## src/rtl/core/ssprc_pkg.sv

```systemverilog
// Package for the servo status packet receiver: codes, register map and result type.
`timescale 1ns / 1ps

package ssprc_pkg;

  localparam logic [7:0] SYNC_BYTE    = 8'hFF;
  localparam logic [1:0] HEADER_LAST  = 2'd2;   // index of the error byte in the header
  localparam logic [7:0] MIN_LENGTH   = 8'd2;

  localparam logic       OP_BYTE      = 1'b0;
  localparam logic       OP_TICK      = 1'b1;

  localparam logic       KIND_PAYLOAD = 1'b0;
  localparam logic       KIND_END     = 1'b1;

  localparam logic [1:0] ST_OK        = 2'd0;
  localparam logic [1:0] ST_TIMEOUT   = 2'd1;
  localparam logic [1:0] ST_NORESP    = 2'd2;
  localparam logic [1:0] ST_CORRUPT   = 2'd3;

  // Register select is paddr[2].
  localparam logic       REG_PACKET_WAIT = 1'b0;
  localparam logic       REG_BYTE_WAIT   = 1'b1;

  localparam logic [15:0] PACKET_WAIT_RESET = 16'd100;
  localparam logic [7:0]  BYTE_WAIT_RESET   = 8'd12;

  typedef struct packed {
    logic       kind;
    logic [7:0] payload_byte;
    logic [7:0] servo_id;
    logic [7:0] servo_error;
    logic [7:0] payload_length;
    logic [1:0] status;
    logic       last;
  } result_t;

endpackage

```

## src/rtl/core/servo_status_packet_receiver_core.sv

```systemverilog
// Top level of the servo status packet receiver.
`timescale 1ns / 1ps

// Servo status packet receiver.
// Input stream (s_*): one transaction is either a received serial byte
// (s_tuser = 0, byte in s_tdata) or one time tick (s_tuser = 1).
// The parser hunts for two 0xFF sync bytes, takes id, length and error,
// forwards length-2 payload bytes and checks the inverted 8-bit sum.
// Output stream (m_*): a payload byte (m_tuser = 0) or an end report
// (m_tuser = 1, m_tlast = 1) carrying id, error, payload length, status
// (ok, timeout, no response, corrupt). At most one output per input.
// Results are registered on m_* or in the skid entry. Throughput: one
// input per cycle while s_tready is high, set by the single register
// stage around the parser state update (one 8x8 budget multiply + compare).
// Stall: an output register plus one skid entry sit on the master side;
// s_tready drops only when both hold results that m_tready has not taken.
// Inputs that give no result still need a free skid to be accepted.
// Reset (rst, synchronous): parser back to sync hunting, budgets back to
// 100 ticks (hunt) and 12 ticks per byte; no reset pass is needed.
// APB: register 0 at 0x0 packet_wait_ticks, register 1 at 0x4 byte_wait_ticks.
module servo_status_packet_receiver_core (
  input  logic        clk,
  input  logic        rst,
  // stream in
  input  logic        s_tvalid,
  output logic        s_tready,
  input  logic [7:0]  s_tdata,   // [7:0] rx_byte
  input  logic        s_tuser,   // [0] operation
  // stream out
  output logic        m_tvalid,
  input  logic        m_tready,
  output logic [39:0] m_tdata,   // [7:0] payload_byte, [15:8] servo_id, [23:16] servo_error,
                                 // [31:24] payload_length, [33:32] status, [39:34] zero
  output logic        m_tuser,   // [0] kind
  output logic        m_tlast,
  // config
  input  logic        psel,
  input  logic        penable,
  input  logic        pwrite,
  input  logic [2:0]  paddr,
  input  logic [31:0] pwdata,
  output logic [31:0] prdata,
  output logic        pready
);

  typedef enum logic [1:0] {
    PH_HUNT,
    PH_HEADER,
    PH_PAYLOAD,
    PH_CHECK
  } phase_t;

  // config registers
  logic [15:0] packet_wait_ticks;
  logic [7:0]  byte_wait_ticks;

  // parser state
  phase_t      phase, phase_next;
  logic [1:0]  sync_seen, sync_seen_next;
  logic [1:0]  header_index, header_index_next;
  logic [7:0]  held_id, held_id_next;
  logic [7:0]  held_length, held_length_next;
  logic [7:0]  held_error, held_error_next;
  logic [7:0]  bytes_left, bytes_left_next;
  logic [7:0]  running_sum, running_sum_next;
  logic [15:0] phase_ticks, phase_ticks_next;

  // output register and skid entry
  ssprc_pkg::result_t out_q, skid_q, res;
  logic        skid_valid;
  logic        has_res;

  logic        accept;
  logic        out_free;
  logic [7:0]  pay_len;
  logic [7:0]  new_len;
  logic [1:0]  sync_cnt;
  logic [15:0] budget;
  logic [15:0] payload_budget;
  logic [7:0]  sum_add;

  assign pready   = 1'b1;
  assign s_tready = !skid_valid;
  assign accept   = s_tvalid && s_tready;
  assign out_free = !m_tvalid || m_tready;

  assign m_tuser = out_q.kind;
  assign m_tlast = out_q.last;
  assign m_tdata = {6'd0, out_q.status, out_q.payload_length, out_q.servo_error,
                    out_q.servo_id, out_q.payload_byte};

  // APB
  always_ff @(posedge clk) begin
    if (rst) begin
      packet_wait_ticks <= ssprc_pkg::PACKET_WAIT_RESET;
      byte_wait_ticks   <= ssprc_pkg::BYTE_WAIT_RESET;
    end else if (psel && penable && pwrite && pready) begin
      if (paddr[2] == ssprc_pkg::REG_PACKET_WAIT) begin
        packet_wait_ticks <= pwdata[15:0];
      end else begin
        byte_wait_ticks <= pwdata[7:0];
      end
    end
  end

  always_comb begin
    if (paddr[2] == ssprc_pkg::REG_PACKET_WAIT) begin
      prdata = {16'd0, packet_wait_ticks};
    end else begin
      prdata = {24'd0, byte_wait_ticks};
    end
  end

  // held_length is always >= 2 in payload and checksum phases
  assign pay_len = (held_length >= ssprc_pkg::MIN_LENGTH) ?
                   8'(held_length - ssprc_pkg::MIN_LENGTH) : 8'd0;
  assign payload_budget = 16'(byte_wait_ticks) * 16'(pay_len);
  assign sum_add  = 8'(running_sum + s_tdata);
  assign sync_cnt = (s_tdata == ssprc_pkg::SYNC_BYTE) ? 2'(sync_seen + 2'd1) : 2'd0;

  always_comb begin
    unique case (phase)
      PH_HUNT:    budget = packet_wait_ticks;
      PH_HEADER:  budget = 16'({byte_wait_ticks, 1'b0}) + 16'(byte_wait_ticks);
      PH_PAYLOAD: budget = payload_budget;
      PH_CHECK:   budget = 16'(byte_wait_ticks);
      default:    budget = 16'(byte_wait_ticks);
    endcase
  end

  // parser next state and result
  always_comb begin
    phase_next        = phase;
    sync_seen_next    = sync_seen;
    header_index_next = header_index;
    held_id_next      = held_id;
    held_length_next  = held_length;
    held_error_next   = held_error;
    bytes_left_next   = bytes_left;
    running_sum_next  = running_sum;
    phase_ticks_next  = phase_ticks;
    new_len           = 8'd0;
    res               = '0;
    has_res           = 1'b0;

    if (s_tuser == ssprc_pkg::OP_TICK) begin
      if (phase_ticks >= budget) begin
        has_res  = 1'b1;
        res.kind = ssprc_pkg::KIND_END;
        res.last = 1'b1;
        unique case (phase)
          PH_PAYLOAD: begin
            res.status         = ssprc_pkg::ST_NORESP;
            res.servo_id       = held_id;
            res.servo_error    = held_error;
            res.payload_length = pay_len;
          end
          PH_CHECK: begin
            res.status         = ssprc_pkg::ST_CORRUPT;
            res.servo_id       = held_id;
            res.servo_error    = held_error;
            res.payload_length = pay_len;
          end
          default: begin
            res.status = ssprc_pkg::ST_TIMEOUT;
          end
        endcase
        phase_next        = PH_HUNT;
        phase_ticks_next  = 16'd0;
        sync_seen_next    = 2'd0;
        header_index_next = 2'd0;
      end else begin
        phase_ticks_next = 16'(phase_ticks + 16'd1);
      end
    end else begin
      unique case (phase)
        PH_HUNT: begin
          sync_seen_next = sync_cnt;
          if (sync_cnt >= 2'd2) begin
            held_id_next      = 8'd0;
            held_length_next  = 8'd0;
            held_error_next   = 8'd0;
            running_sum_next  = 8'd0;
            phase_next        = PH_HEADER;
            phase_ticks_next  = 16'd0;
            sync_seen_next    = 2'd0;
            header_index_next = 2'd0;
          end
        end
        PH_HEADER: begin
          running_sum_next = sum_add;
          if (header_index == 2'd0) begin
            held_id_next      = s_tdata;
            header_index_next = 2'd1;
          end else if (header_index == 2'd1) begin
            held_length_next  = s_tdata;
            header_index_next = ssprc_pkg::HEADER_LAST;
          end else begin
            held_error_next   = s_tdata;
            phase_ticks_next  = 16'd0;
            sync_seen_next    = 2'd0;
            header_index_next = 2'd0;
            if (held_length < ssprc_pkg::MIN_LENGTH) begin
              // length too short: report corrupt with the header kept
              has_res            = 1'b1;
              res.kind           = ssprc_pkg::KIND_END;
              res.last           = 1'b1;
              res.status         = ssprc_pkg::ST_CORRUPT;
              res.servo_id       = held_id;
              res.servo_error    = s_tdata;
              res.payload_length = 8'd0;
              phase_next         = PH_HUNT;
            end else begin
              new_len         = 8'(held_length - ssprc_pkg::MIN_LENGTH);
              bytes_left_next = new_len;
              phase_next      = (new_len != 8'd0) ? PH_PAYLOAD : PH_CHECK;
            end
          end
        end
        PH_PAYLOAD: begin
          running_sum_next = sum_add;
          has_res          = 1'b1;
          res.kind         = ssprc_pkg::KIND_PAYLOAD;
          res.payload_byte = s_tdata;
          bytes_left_next  = 8'(bytes_left - 8'd1);
          if (bytes_left == 8'd1) begin
            phase_next        = PH_CHECK;
            phase_ticks_next  = 16'd0;
            sync_seen_next    = 2'd0;
            header_index_next = 2'd0;
          end
        end
        PH_CHECK: begin
          has_res  = 1'b1;
          res.kind = ssprc_pkg::KIND_END;
          res.last = 1'b1;
          if (~running_sum == s_tdata) begin
            res.status         = ssprc_pkg::ST_OK;
            res.servo_id       = held_id;
            res.servo_error    = held_error;
            res.payload_length = pay_len;
          end else begin
            res.status = ssprc_pkg::ST_CORRUPT;
          end
          phase_next        = PH_HUNT;
          phase_ticks_next  = 16'd0;
          sync_seen_next    = 2'd0;
          header_index_next = 2'd0;
        end
        default: begin
          phase_next = PH_HUNT;
        end
      endcase
    end
  end

  // parser state
  always_ff @(posedge clk) begin
    if (rst) begin
      phase        <= PH_HUNT;
      sync_seen    <= 2'd0;
      header_index <= 2'd0;
      held_id      <= 8'd0;
      held_length  <= 8'd0;
      held_error   <= 8'd0;
      bytes_left   <= 8'd0;
      running_sum  <= 8'd0;
      phase_ticks  <= 16'd0;
    end else if (accept) begin
      phase        <= phase_next;
      sync_seen    <= sync_seen_next;
      header_index <= header_index_next;
      held_id      <= held_id_next;
      held_length  <= held_length_next;
      held_error   <= held_error_next;
      bytes_left   <= bytes_left_next;
      running_sum  <= running_sum_next;
      phase_ticks  <= phase_ticks_next;
    end
  end

  // output register with one skid entry behind it
  always_ff @(posedge clk) begin
    if (rst) begin
      m_tvalid   <= 1'b0;
      skid_valid <= 1'b0;
    end else if (out_free) begin
      if (skid_valid) begin
        m_tvalid   <= 1'b1;
        skid_valid <= 1'b0;
      end else begin
        m_tvalid <= accept && has_res;
      end
    end else if (accept && has_res) begin
      skid_valid <= 1'b1;
    end
  end

  always_ff @(posedge clk) begin
    if (out_free) begin
      if (skid_valid) begin
        out_q <= skid_q;
      end else begin
        out_q <= res;
      end
    end else if (accept && has_res) begin
      skid_q <= res;
    end
  end

endmodule

```

## config.mk

```make
export PLATFORM = sky130hd
export DESIGN_NAME = servo_status_packet_receiver_core
export DESIGN_NICKNAME = d
export VERILOG_FILES = /design/src/rtl/core/ssprc_pkg.sv /design/src/rtl/core/servo_status_packet_receiver_core.sv
export SDC_FILE = /design/constraint.sdc
export NUM_CORES = 1
export LEC_CHECK = 0
export BUFFER_PORTS_ARGS = -buffer_cell sky130_fd_sc_hd__buf_4
export CAP_MARGIN = 20
export CELL_PAD_IN_SITES_DETAIL_PLACEMENT = 1
export CELL_PAD_IN_SITES_GLOBAL_PLACEMENT = 1
export CORE_ASPECT_RATIO = 0.6
export CORE_MARGIN = 4
export CORE_UTILIZATION = 40
export CTS_BUF_LIST = sky130_fd_sc_hd__clkbuf_8
export CTS_CLUSTER_SIZE = 20
export DETAILED_ROUTE_END_ITERATION = 10
export PLACE_DENSITY_LB_ADDON = 0.2
export SETUP_SLACK_MARGIN = 0.1
export SLEW_MARGIN = 20
export SYNTH_ARGS = -nofsm -noshare
export SYNTH_HDL_FRONTEND = slang
export SYNTH_SLANG_ARGS = --single-unit
```

## constraint.sdc

```tcl
create_clock -name clk -period 12.3 [get_ports clk]
set_input_delay 2.46 -clock clk [delete_from_list [all_inputs] [get_ports clk]]
set_output_delay 2.46 -clock clk [all_outputs]
set_load 0.02 [all_outputs]
```

After elaboration in Yosys (flattened, before gate mapping)
Index checks and enable logic that the tools add are counted.
{ "op_classes": {"multipliers": 1, "bitwise_logic": 4, "magnitude_cmp": 4, "n_addsub": 6, "eq_ne": 18, "mux": 67, "reduce_logical": 28} }
{ "op_table": {"columns": ["cell", "count"], "rows": [
  ["27-bit 2-to-1 mux", 5],
  ["16-bit one-hot mux with 4 select lines", 2],
  ["16-bit 2-to-1 mux", 7],
  ["8-bit 2-to-1 mux", 12],
  ["8-bit one-hot mux with 2 select lines", 5],
  ["27-bit one-hot mux with 2 select lines", 1],
  ["24-bit 2-to-1 mux", 2],
  ["2-bit 2-to-1 mux", 18],
  ["36-bit 2-to-1 mux", 1],
  ["2-bit one-hot mux with 4 select lines", 3],
  ["6-bit AND reduction", 4],
  ["16-bit by 1-bit adder with 16-bit output, second input constant", 1],
  ["16-bit greater-or-equal comparator", 1],
  ["8-bit by 8-bit multiplier with 16-bit output", 1],
  ["5-bit AND reduction", 3],
  ["2-bit != test, second input constant", 6],
  ["3-bit != test, second input constant", 4],
  ["9-bit by 8-bit adder with 10-bit output", 1],
  ["8-bit adder", 1],
  ["8-bit by 1-bit equality test with 1-bit output, second input constant", 1],
  ["8-bit equality test", 1],
  ["8-bit equality test, second input constant", 1],
  ["8-bit by 2-bit greater-or-equal comparator with 1-bit output, second input constant", 1],
  ["8-bit by 2-bit < comparator with 1-bit output, second input constant", 1],
  ["other kinds (21)", 45]
]} }
{ "totals": {"reg_bits": 160, "out_inout_bits": 77, "elab_cells": 155, "inputBits": 51} }

Depth between registers and ports, before layout
Gate-level depths: netlist (run 1).
{ "depth": {"word_depth": 9, "depth_mapped": 31, "ltp_nobuf": 27} }

Worst setup path after synthesis (run 1)
No wires, ideal clock.
{ "synth_timing": {"kind": "flip-flop to flip-flop", "from": "reg held_length[1]", "to": "reg skid_q[10] in the netlist's numbering, enable pin", "path_stages_with_launch": 27, "period_less_slack_ns": 8.254, "path_buffers": 3, "arrival_time_ns": 7.857, "setup_time_ns": 0.397, "required_time_ns": 11.903, "path_slack_ns": 4.046, "path_cell_list": "dfxtp_1 > buf_6 > or4_1 > buf_2 > nor4_4 > buf_2 > a21oi_1 > and2_1 > fa_1 > fa_1 > fa_1 > inv_1 > fa_1 > inv_1 > ha_1 > or2_2 > a21oi_1 > o31ai_1 > o41ai_1 > xnor2_1 > a22oi_1 > ha_1 > nand3_1 > or4_1 > o221ai_1 > o21a_1 > a32o_1"} }
{ "synth_via": {"elab_chain_cells": 9, "word_cells_on_any_way": 15, "classes_between": "add/sub (1); mul (1); order compare (3); mux (8); reduce/logical (2)"} }
{ "synth_lines": {"columns": ["element", "line_no", "source"], "rows": [
  ["start, declared", "servo_status_packet_receiver_core.sv:62", "logic [7:0] held_length, held_length_next;"],
  ["start signal, assigned", "servo_status_packet_receiver_core.sv:274", "held_length <= held_length_next;"],
  ["8-bit by 2-bit subtractor with 8-bit output / 8-bit by 2-bit greater-or-equal comparator with 1-bit output (equally long branches)", "servo_status_packet_receiver_core.sv:116, servo_status_packet_receiver_core.sv:115", null],
  ["8-bit 2-to-1 mux", "servo_status_packet_receiver_core.sv:115", "assign pay_len = (held_length >= ssprc_pkg::MIN_LENGTH) ?"],
  ["8-bit by 8-bit multiplier with 16-bit output", "servo_status_packet_receiver_core.sv:117", "assign payload_budget = 16'(byte_wait_ticks) * 16'(pay_len);"],
  ["16-bit one-hot mux with 4 select lines", "servo_status_packet_receiver_core.sv:122", "unique case (phase)"],
  ["16-bit greater-or-equal comparator", "servo_status_packet_receiver_core.sv:147", "if (phase_ticks >= budget) begin"],
  ["1-bit 2-to-1 mux", "servo_status_packet_receiver_core.sv:147", null],
  ["1-bit 2-to-1 mux (*)", "servo_status_packet_receiver_core.sv:146", "if (s_tuser == ssprc_pkg::OP_TICK) begin"],
  ["1-bit logical AND (*)", "servo_status_packet_receiver_core.sv:306", "end else if (accept && has_res) begin"],
  ["2-bit AND reduction (no line) (*)", null, null],
  ["end signal, assigned", "servo_status_packet_receiver_core.sv:307", "skid_q <= res;"],
  ["end, declared", "servo_status_packet_receiver_core.sv:69", "ssprc_pkg::result_t out_q, skid_q, res;"]
]} }
Every way passes the cells marked *; elsewhere a longest branch is shown, timed or not.
A chain may end at the register's enable or synchronous reset.

Worst setup path in the final report (run 1)
{ "layout_timing": {"from": "reg held_length[1]", "to": "reg skid_q[17] in the netlist's numbering, enable pin"} }
The elaborated chain is that of the path after synthesis.

==> results of run 1 <==
## critical path, delay by kind of cell (launching register included)
family	cells	cell delay, ns
DFF	1	0.42
buffers and inverters	3	0.57
AOI/OAI and AO/OA	7	1.93
and+or+nand+nor	7	2.93
xor gates and xnor gates	1	0.22
adders and majority gates	6	2.85
## synth_stat cells, types with 5 or more instances
library cell  number  area, µm²
buf_2              5       25.0
nand2_1          141        529
o211ai_1           6       45.0
nor4_1             9       56.3
xnor2_1           33        289
clkbuf_1          54        203
mux2i_1           34        340
mux2_2            16        180
a211oi_1           8       60.1
o31ai_1           17        128
and3_1            18        113
a21boi_0           8       60.1
and2_1            44        275
buf_4             24        180
nand2b_1          10       62.6
nand4_1           13       81.3
nor3_1            50        250
edfxtp_1          70       2100
ha_1              76        951
inv_1             85        319
dfxtp_1           88       1760
a21o_1            13       97.6
o22ai_1           10       62.6
fa_1              38        761
a22oi_1            8       60.1
xor2_1             8       70.1
nor2_1            83        312
nor2b_1           12       75.1
nand3_1           25        125
o21ai_0           38        190
a21oi_1           70        350
## through the flow
step / utilization / area (µm²) / hold slack, ns
4_1_cts: 0.454 / 12000 / 0.462
6_report: 0.454 / 12000 / 0.460
3_5_place_dp: 0.439 / 11600 / 0.452
3_3_place_gp: 0.439 / 11600 / 0.444
2_1_floorplan: - / 10900 / 0.436
5_1_grt: 0.454 / 12000 / 0.472
## layer usage
layer / global-route usage / wire length, µm
met2: 0.294 / 12900
met1: 0.353 / 17100
met4: 0.0443 / 324
met3: 0.0455 / 1570
met5: 0 / 0
## worst paths after layout
kind	startpoint	to	slack, ns	depth (start not counted)
max reg2reg	held_length[1]	skid_q[17]	2.99	24
min reg2reg	running_sum[0]	running_sum[0]	0.46	2
min	running_sum[0]	running_sum[0]	0.46	2
max	held_length[1]	skid_q[17]	2.99	24
## kinds of logic after synthesis
| kind of cell | share of synthesized area |
|---|---|
| simple gates | 0.187 |
| compound gates | 0.143 |
| buf+inv | 0.0712 |
| flops | 0.358 |
| fa+ha+maj | 0.159 |
| mux | 0.0482 |
| xor+xnor | 0.0333 |
| other cells | 0.000696 |
## state kept, by name, summed over array words and instances (netlist names), 2 cells and up
name / cells
sync_seen: 2
phase: 2
held_length: 8
running_sum: 8
held_id: 8
held_error: 8
header_index: 2
m_tdata: 34
packet_wait_ticks: 16
bytes_left: 8
skid_q: 35
phase_ticks: 16
byte_wait_ticks: 8
## where the power goes
part           leakage [nW]  total [mW]  internal [mW]  switching (mW)
Sequential             1.53       0.552          0.546         0.00593
Combinational          3.45      0.0905         0.0293          0.0612
Clock                 0.205       0.417          0.200           0.217
Total                  5.19        1.06          0.776           0.284
## layout by cell type (no fill, tap or decap), types with 44 or more instances in the layout
cell and n:
ha_1 76, nor2_1 83, nand2_1 141, buf_4 99
a21oi_1 70, edfxtp_1 70, inv_1 87, and2_1 44
dfxtp_1 87, nor3_1 50
## area by class of cell
cell class,instances,share of cell area
multi-input cells,881,0.518
inverters,87,0.0271
repair buffers,99,0.0618
well taps,360,0.0374
clock buffers,17,0.0195
flip-flops and latches,158,0.321
clock inverters,15,0.0145
==> summary.txt, run 1 <==
Timing
  – Worst-Margin Slew: 1.04 ns
  – Setup TNS: 0 ns
  – Worst Skew: 0.0168 ns
  – Tcrit/Tclk final: 0.757
  – Unrepaired setup endpoints after global routing: no
  – Slew Limit Fails: 0
  – FMAX: 107 MHz
  – Final setup violation count: 0
  – Fin. Hold Viols: 0
  – Period minus WS final: 9.31 ns
  – Slew margin rel.: 0.302
  – PnR worst setup slack: 2.99 ns

Clocking
  – CTS hold repair buffers: 0
  – Postcts setup bufs: 0
  – Sink Count: 158
  – CTS Root Cell: clkbuf_8
  – CTS tree: built
  – H-Tree Depth: 4
  – CTS resizes: 0
  – Clk_lat worst skew: 0.49 ns
  – Num CTS Buffers: 17
  – CTS max path bufs: 2
  – CTS clock-pin slew for the worst setup and hold paths: 0.09 ns

Drt
  – Post-Route WL: 31900 µm
  – DRT Pass-1 Iters: 4
  – Vias/cell: 5.45
  – Number of remaining DRC errors: 0
  – Antenna-violating nets left: 0
  – Initial detailed-routing violation count: 611
  – Via Count: 8809
  – Wire per inst: 19.7 µm

Logic synthesis
  – Synth Flop Type: dfxtp_1
  – Register area share after synthesis: 0.358
  – FF+latch count, synth: 158
  – Syn Area/Cell: 9.04 µm²
  – Cell area after synthesis: 0.0108 mm²
  – Cells after Synth: 1193
  – Netlist cell types: 72
  – Post-synth EDFFs: 70
  – Synth warn: 0
  – FFs w/ async S/R, synth: 0

Place
  – Routability congestion estimate: 0.844
  – Placed insts: 1585
  – PortBufs: 86
  – Dpl hpwl: 24000 µm
  – Pre-CTS WS: 3.13 ns

Setup path
  – Crit-path max FO: 30
  – Crit path required time: 12.44 ns
  – Slowest CP cell: or4_1
  – Critical Path Most Common Cell: fa_1
  – Critical path data arrival time: 9.45 ns
  – Slowest stage delay, CP: 0.71 ns
  – Worst path cell trace: or4_1 > nor4_4 > nor2_1 > and2_1 > fa_1 > fa_1 > fa_1 > inv_1 > fa_1 > inv_1 > ha_1 > or2_2 > a21oi_1 > o31ai_1 > o41ai_1 > xnor2_1 > a22oi_1 > ha_1 > nand3_1 > or4_1 > o221ai_1 > o21a_1 > a32o_1 > buf_4
  – CP Capture Type: register
  – Setup CP Type: reg2reg
  – CP Launch Type: register

Global route
  – Global route total overflow: 0
  – First-pass GRT wire length: 50300 µm
  – Initial antenna violation count: 3
  – Vias in the first global route: 8717
  – Tot GR Track Use: 0.218
  – Pin count of the biggest net entering global routing: 83

Floorplan
  – Chip width: 220 µm
  – Die area: 0.0298 mm²
  – Core Area: 0.0265 mm²
  – Initial core utilization: 0.408
  – Top Ports: 128
  – Die Span Y: 135 µm
  – Rows: 46

Layout
  – Layout Nets: 1409
  – Multi-input gate area: 0.00624 mm²
  – Layout cells sized above 1: 0.126
  – # fillers: 3135
  – Cell Count, Final, Fillers Out: 1617
  – Synth-to-Final Area Change: 11.5%
  – Seq. cell area: 0.00386 mm²
  – Inserted Diodes: 0

Power
  – Tot Pwr: 1.06 mW
  – LEAKAGE: 5.19 nW
  – VDD IR max: 0.0595 mV
  – Power Density: 88.1 mW/mm²

Status
  – Status: completed

Run
  – Max Cap Viol: 0

Hold path
  – Hold WC Path Type: reg2reg
No activity file was read; power rests on OpenSTA's default activity.
==> inputs of run 2 (changes only) <==
--- a/config.mk
+++ b/config.mk
@@ -5,6 +5,7 @@
 export SDC_FILE = /design/constraint.sdc
 export NUM_CORES = 1
 export LEC_CHECK = 0
+export ABC_AREA = 1
 export BUFFER_PORTS_ARGS = -buffer_cell sky130_fd_sc_hd__buf_4
 export CAP_MARGIN = 20
 export CELL_PAD_IN_SITES_DETAIL_PLACEMENT = 1
==> constraint.sdc (replaced) <==
create_clock -name clk -period 8.5 [get_ports clk]
set_input_delay 1.7 -clock clk [delete_from_list [all_inputs] [get_ports clk]]
set_output_delay 1.7 -clock clk [all_outputs]
set_load 0.02 [all_outputs]
==> summary.txt, run 2 <==
Setup path
  – Setup CP Type: reg2reg (unchanged)
  – Slowest stage delay, CP: 0.55 ns (was 0.71 ns)
  – Crit path required time: 8.63 ns (was 12.44 ns)
  – R2R Path Start: held_length[1] (unchanged)
  – CP Launch Type: register (unchanged)
  – Crit path from: held_length[1] (unchanged)
  – Worst path top cell family by delay: adder cells (was simple AND/OR/NAND/NOR gates)
  – Critical path data arrival time: 7.80 ns (was 9.45 ns)
  – Bufs and invs on worst path: 7 (was 3)
  – Critical Path Most Common Cell: inv_1 (was fa_1)
  – CP Capture Type: register (unchanged)
  – Crit-path max FO: 35 (was 30)
  – Slowest CP cell: fa_1 (was or4_1)

Floorplan
  – Die area: 0.0308 mm² (was 0.0298 mm²)
  – Rows: 47 (was 46)
  – Chip width: 224 µm (was 220 µm)
  – Core Area: 0.0275 mm² (was 0.0265 mm²)
  – Top Ports: 128 (unchanged)
  – Die Span Y: 137 µm (was 135 µm)
  – Initial core utilization: 0.406 (was 0.408)

Power
  – Power Density: 135 mW/mm² (was 88.1 mW/mm²)
  – LEAKAGE: 5.65 nW (was 5.19 nW)
  – VDD IR max: 0.0819 mV (was 0.0595 mV)
  – Tot Pwr: 1.67 mW (was 1.06 mW)

Clocking
  – CTS hold repair buffers: 0 (unchanged)
  – CTS max path bufs: 2 (unchanged)
  – Postcts setup bufs: 0 (unchanged)
  – H-Tree Depth: 4 (unchanged)
  – Clk_lat worst skew: 0.50 ns (was 0.49 ns)
  – Num CTS Buffers: 17 (unchanged)
  – CTS Root Cell: clkbuf_8 (unchanged)
  – CTS clock-pin slew for the worst setup and hold paths: 0.09 ns (about the same)
  – CTS resizes: 0 (unchanged)
  – Sink Count: 158 (unchanged)
  – CTS tree: built (unchanged)

Logic synthesis
  – FF+latch count, synth: 158 (unchanged)
  – Synth area leader: edfxtp_1 (unchanged)
  – Synth Flop Type: dfxtp_1 (unchanged)
  – Post-synth EDFFs: 70 (unchanged)
  – Top-count cell post-synth: nand2_1 (unchanged)
  – Post-synth top cells: nand2_1 (308), nor2_1 (232), inv_1 (178) (was nand2_1 (141), dfxtp_1 (88), inv_1 (85))
  – Register area share after synthesis: 0.346 (was 0.358)
  – Cell area after synthesis: 0.0112 mm² (was 0.0108 mm²)
  – Syn Area/Cell: 7.47 µm² (was 9.04 µm²)
  – Cells after Synth: 1497 (was 1193)
  – Top cells by area, synth: edfxtp_1 (19%), dfxtp_1 (16%), nand2_1 (10%), ha_1 (8.5%), nor2_1 (7.8%) (was edfxtp_1 (19%), dfxtp_1 (16%), ha_1 (8.8%), fa_1 (7.1%), nand2_1 (4.9%))
  – Yosys top cell area share: 0.188 (was 0.195)
  – Netlist cell types: 49 (was 72)
  – Synth warn: 0 (unchanged)
  – FFs w/ async S/R, synth: 0 (unchanged)

Hold path
  – Hold Startpoint: running_sum[5] (was running_sum[0])
  – Hold WC Path Type: reg2reg (unchanged)

Place
  – Placed insts: 1903 (was 1585)
  – Routability congestion estimate: 0.884 (was 0.844)
  – Pre-CTS WS: 0.922 ns (was 3.13 ns)
  – PortBufs: 86 (unchanged)
  – Dpl hpwl: 26600 µm (was 24000 µm)

Timing
  – Setup TNS: 0 ns (unchanged)
  – Slew Limit Fails: 0 (unchanged)
  – Fin. Hold Viols: 0 (unchanged)
  – PnR worst setup slack: 0.829 ns (was 2.99 ns)
  – Tcrit/Tclk final: 0.902 (was 0.757)
  – Final setup violation count: 0 (unchanged)
  – Period minus WS final: 7.67 ns (was 9.31 ns)
  – FMAX: 130 MHz (was 107 MHz)
  – Slew margin rel.: 0.314 (was 0.302)
  – Unrepaired setup endpoints after global routing: no (unchanged)
  – Worst-Margin Slew: 1.03 ns (was 1.04 ns)
  – Worst Skew: 0.0167 ns (was 0.0168 ns)

Drt
  – Number of remaining DRC errors: 0 (unchanged)
  – Wire per inst: 18.4 µm (was 19.7 µm)
  – Antenna-violating nets left: 0 (unchanged)
  – Post-Route WL: 35700 µm (was 31900 µm)
  – Vias/cell: 5.26 (was 5.45)
  – DRT Pass-1 Iters: 7 (was 4)
  – Initial detailed-routing violation count: 814 (was 611)
  – Via Count: 10200 (was 8809)

Layout
  – Biggest register: skid_q (unchanged)
  – Synth-to-Final Area Change: 10.7% (was 11.5%)
  – Most frequent cells in the layout: nand2_1 (308), nor2_1 (232), inv_1 (180) (was nand2_1 (141), buf_4 (99), inv_1 (87), dfxtp_1 (87), nor2_1 (83))
  – Final core utilization: 0.449 (was 0.454)
  – Layout cells sized above 1: 0.102 (was 0.126)
  – # fillers: 3492 (was 3135)
  – Commonest non-fill, non-tap cell in the layout: nand2_1 (unchanged)
  – Inserted Diodes: 0 (unchanged)
  – Layout Nets: 1720 (was 1409)
  – Max FFs per register: 35 (unchanged)
  – Cell Count, Final, Fillers Out: 1935 (was 1617)

Global route
  – First-pass GRT wire length: 56800 µm (was 50300 µm)
  – Initial antenna violation count: 0 (was 3)
  – Tot GR Track Use: 0.235 (was 0.218)
  – Global route total overflow: 0 (unchanged)
  – Vias in the first global route: 10200 (was 8717)
  – Pin count of the biggest net entering global routing: 56 (was 83)

Status
  – Status: completed (unchanged)

Run
  – Max Cap Viol: 0 (unchanged)
==> run 2: through the flow <==
stage / cell area [µm²] / hold WS, ns
final: 12400 / 0.477
after global routing: 12400 / 0.503
after CTS: 12400 / 0.479
after detailed placement: 12000 / 0.466
after global placement: 12000 / 0.452
after floorplan: 11300 / 0.439
==> run 2: worst paths after layout <==
| check | end | slack, ns | depth (start not counted) |
|---|---|---|---|
| setup / recovery | skid_q[21] | 0.83 | 30 |
| setup reg to reg | skid_q[21] | 0.83 | 30 |
| hold / removal | running_sum[5] | 0.48 | 2 |
| hold reg to reg | running_sum[5] | 0.48 | 2 |
==> run 2: where the power goes <==
part           internal [mW]  total [mW]  leakage [nW]  switching, mW
Combinational         0.0970       0.324          4.02          0.227
Sequential             0.795       0.803          1.46        0.00837
Clock                  0.229       0.546         0.167          0.317
==> run 2: worst min-delay path, stage by stage, from the launching register on <==
cell     delay, ns
dfxtp_1       0.32
nand2_1       0.06
a21oi_1       0.05
==> run 2: cell type report <==
type	instances	area, µm²	area share
flip-flops and latches	158	3860	0.312
well taps	367	459	0.0371
clock inverters	15	125	0.0101
inverters	193	728	0.0589
repair buffers	97	728	0.0589
clock buffers	17	234	0.0189
multi-input cells	1088	6230	0.504
==> run 2: cells by family (layout without fill, tap and decap cells) <==
kind of cell,Yosys count,count (layout),synth area share
compound gates,239,239,0.120
xor+xnor,16,16,0.0125
fa+ha+maj,114,114,0.153
buf+inv,272,322,0.105
flops,158,158,0.346
other cells,2,23,0.000672
simple gates,696,696,0.263
==> run 2: routing by layer <==
metal	GRT usage	wire length, µm
met1	0.366	18900
met2	0.342	14900
met3	0.0460	1740
met4	0.0325	147
met5	0	0
==> inputs of run 3 (changes only) <==
--- a/config.mk
+++ b/config.mk
@@ -13,7 +13,7 @@
 export CORE_ASPECT_RATIO = 0.6
 export CORE_MARGIN = 4
 export CORE_UTILIZATION = 40
-export CTS_BUF_LIST = sky130_fd_sc_hd__clkbuf_8
+export CTS_BUF_LIST = sky130_fd_sc_hd__clkbuf_4
 export CTS_CLUSTER_SIZE = 20
 export DETAILED_ROUTE_END_ITERATION = 10
 export PLACE_DENSITY_LB_ADDON = 0.2
==> constraint.sdc (replaced) <==
create_clock -name clk -period 8.5 [get_ports clk]
set_input_delay 1.7 -clock clk [delete_from_list [all_inputs] [get_ports clk]]
set_output_delay 1.7 -clock clk [all_outputs]
set_load 0.005 [all_outputs]
==> summary.txt, run 3 (synthesis gave the netlist of run 2 again) <==
Status
  – Status: completed (unchanged)

Layout
  – Max FFs per register: 35 (unchanged)
  – Biggest register: skid_q (unchanged)
  – Multi-input gate area: 0.00623 mm² (unchanged)
  – Commonest non-fill, non-tap cell in the layout: nand2_1 (unchanged)
  – Synth-to-Final Area Change: 9.80% (was 10.7%)
  – Seq. cell area: 0.00386 mm² (unchanged)
  – # fillers: 3500 (was 3492)
  – Most frequent cells in the layout: nand2_1 (308), nor2_1 (232), inv_1 (178) (was nand2_1 (308), nor2_1 (232), inv_1 (180))
  – Layout cells sized above 1: 0.103 (was 0.102)
  – Final core utilization: 0.446 (was 0.449)
  – Inserted Diodes: 0 (unchanged)
  – Layout Nets: 1720 (unchanged)

Drt
  – Post-Route WL: 35400 µm (was 35700 µm)
  – Number of remaining DRC errors: 0 (unchanged)
  – Via Count: 10200 (about the same)
  – Initial detailed-routing violation count: 848 (was 814)
  – Vias/cell: 5.25 (was 5.26)
  – Wire per inst: 18.3 µm (was 18.4 µm)
  – Antenna-violating nets left: 0 (unchanged)
  – DRT Pass-1 Iters: 5 (was 7)

Setup path
  – Crit-path max FO: 35 (unchanged)
  – Bufs and invs on worst path: 7 (unchanged)
  – CP Capture Type: register (unchanged)
  – Setup CP Type: reg2reg (unchanged)
  – Slowest stage delay, CP: 0.59 ns (was 0.55 ns)
  – Critical Path Most Common Cell: nand2_1 (was inv_1)
  – Slowest CP cell: fa_1 (unchanged)
  – Worst path top cell family by delay: adder cells (unchanged)
  – R2R Setup Slk: 0.80 ns (was 0.83 ns)
  – Critical path data arrival time: 7.96 ns (was 7.80 ns)
  – R2R Path Start: held_length[1] (unchanged)
  – FF-to-FF End: skid_q[22] (was skid_q[21])
  – CP Launch Type: register (unchanged)
  – Worst Reg-to-Reg Cells: 34 (was 30)
  – Crit path required time: 8.77 ns (was 8.63 ns)

Clocking
  – CTS clock-pin slew for the worst setup and hold paths: 0.15 ns (was 0.09 ns)
  – CTS tree: built (unchanged)
  – Clk_lat worst skew: 0.64 ns (was 0.50 ns)
  – Num CTS Buffers: 17 (unchanged)
  – CTS hold repair buffers: 0 (unchanged)
  – CTS max path bufs: 2 (unchanged)
  – Postcts setup bufs: 0 (unchanged)
  – CTS resizes: 0 (unchanged)
  – Sink Count: 158 (unchanged)
  – CTS Root Cell: clkbuf_4 (was clkbuf_8)
  – H-Tree Depth: 4 (unchanged)

Place
  – PortBufs: 86 (unchanged)
  – Routability congestion estimate: 0.884 (unchanged)
  – Dpl hpwl: 26600 µm (unchanged)

Floorplan
  – Die Span Y: 137 µm (unchanged)
  – Top Ports: 128 (unchanged)
  – Rows: 47 (unchanged)
  – Die area: 0.0308 mm² (unchanged)
  – Initial core utilization: 0.406 (unchanged)
  – Core Area: 0.0275 mm² (unchanged)
  – Chip width: 224 µm (unchanged)

Power
  – LEAKAGE: 5.60 nW (was 5.65 nW)
  – Power Density: 128 mW/mm² (was 135 mW/mm²)
  – VDD IR max: 0.0656 mV (was 0.0819 mV)

Timing
  – Slew Limit Fails: 0 (unchanged)
  – FMAX: 130 MHz (about the same)
  – Final setup violation count: 0 (unchanged)
  – Tcrit/Tclk final: 0.905 (was 0.902)
  – Worst Skew: 0.0266 ns (was 0.0167 ns)
  – Unrepaired setup endpoints after global routing: no (unchanged)
  – Fin. Hold Viols: 0 (unchanged)
  – Period minus WS final: 7.70 ns (was 7.67 ns)
  – Worst-Margin Slew: 1.10 ns (was 1.03 ns)
  – Slew margin rel.: 0.263 (was 0.314)
  – Setup TNS: 0 ns (unchanged)

Hold path
  – WHS Path Cells: 2 (unchanged)
  – Hold Path End: running_sum[5] (unchanged)
  – Hold WC Path Type: reg2reg (unchanged)
  – Hold Startpoint: running_sum[5] (unchanged)

Run
  – Max Cap Viol: 0 (unchanged)

Global route
  – Global route total overflow: 0 (unchanged)
  – First-pass GRT wire length: 56400 µm (was 56800 µm)
  – Initial antenna violation count: 0 (unchanged)
  – Vias in the first global route: 10200 (about the same)
  – Pin count of the biggest net entering global routing: 56 (unchanged)
  – Tot GR Track Use: 0.233 (was 0.235)
## run 3: changes by cell type in the layout (fill, tap and decap cells not counted), sizes merged
cell	before	now
clkbuf	17	19
inv	187	185
## run 3: routing by layer
| metal | track usage | share of wire |
|---|---|---|
| met5 | 0 | 0 |
| met4 | 0.0445 | 0.0081 |
| met3 | 0.0368 | 0.041 |
| met2 | 0.335 | 0.41 |
| met1 | 0.368 | 0.54 |
## run 3: area by class of cell
type / instances / area share
timing repair buffer: 97 / 0.0593
sequential: 158 / 0.315
clock buffer: 19 / 0.0116
inverter: 193 / 0.0593
clock inverter: 13 / 0.00959
multi-input combinational: 1088 / 0.508
tap: 367 / 0.0374
## run 3: metrics by stage
| step | cell area [µm²] | hold slack (ns) | setup slack, ns | total power [mW] | cells |
|---|---|---|---|---|---|
| after floorplan | 11300 | 0.439 | 0.715 | 1.03 | 1518 |
| after global routing | 12300 | 0.508 | 0.223 | 1.66 | 1935 |
| after CTS | 12300 | 0.485 | 0.852 | 1.58 | 1935 |
| after detailed placement | 12000 | 0.466 | 0.922 | 1.13 | 1903 |
| final | 12300 | 0.483 | 0.805 | 1.57 | 1935 |
| after global placement | 12000 | 0.452 | 0.983 | 1.12 | 1903 |
## run 3: how the worst max path moves through the flow
stage	depth (start not counted)	from	to
finish	34	held_length[1]	skid_q[22]
global route	34	held_length[1]	skid_q[22]
CTS	30	held_length[1]	skid_q[23]
detailed placement	30	held_length[1]	skid_q[5]
global placement	32	held_length[1]	m_tuser
floorplan	30	held_length[1]	skid_q[10]
## run 3: power breakdown
group          switching [mW]  total [mW]  internal [mW]
Clock                   0.306       0.457          0.151
Combinational           0.216       0.313         0.0968
Sequential            0.00845       0.804          0.796
## run 3: worst reg2reg max path, delay by kind of cell, from the launching register on
kind	cells	cell delay, ns
DFF	1	0.37
buffers and inverters	7	1.04
AOI/OAI and AO/OA	4	0.90
adders and majority gates	7	3.09
and+or+nand+nor	16	1.91
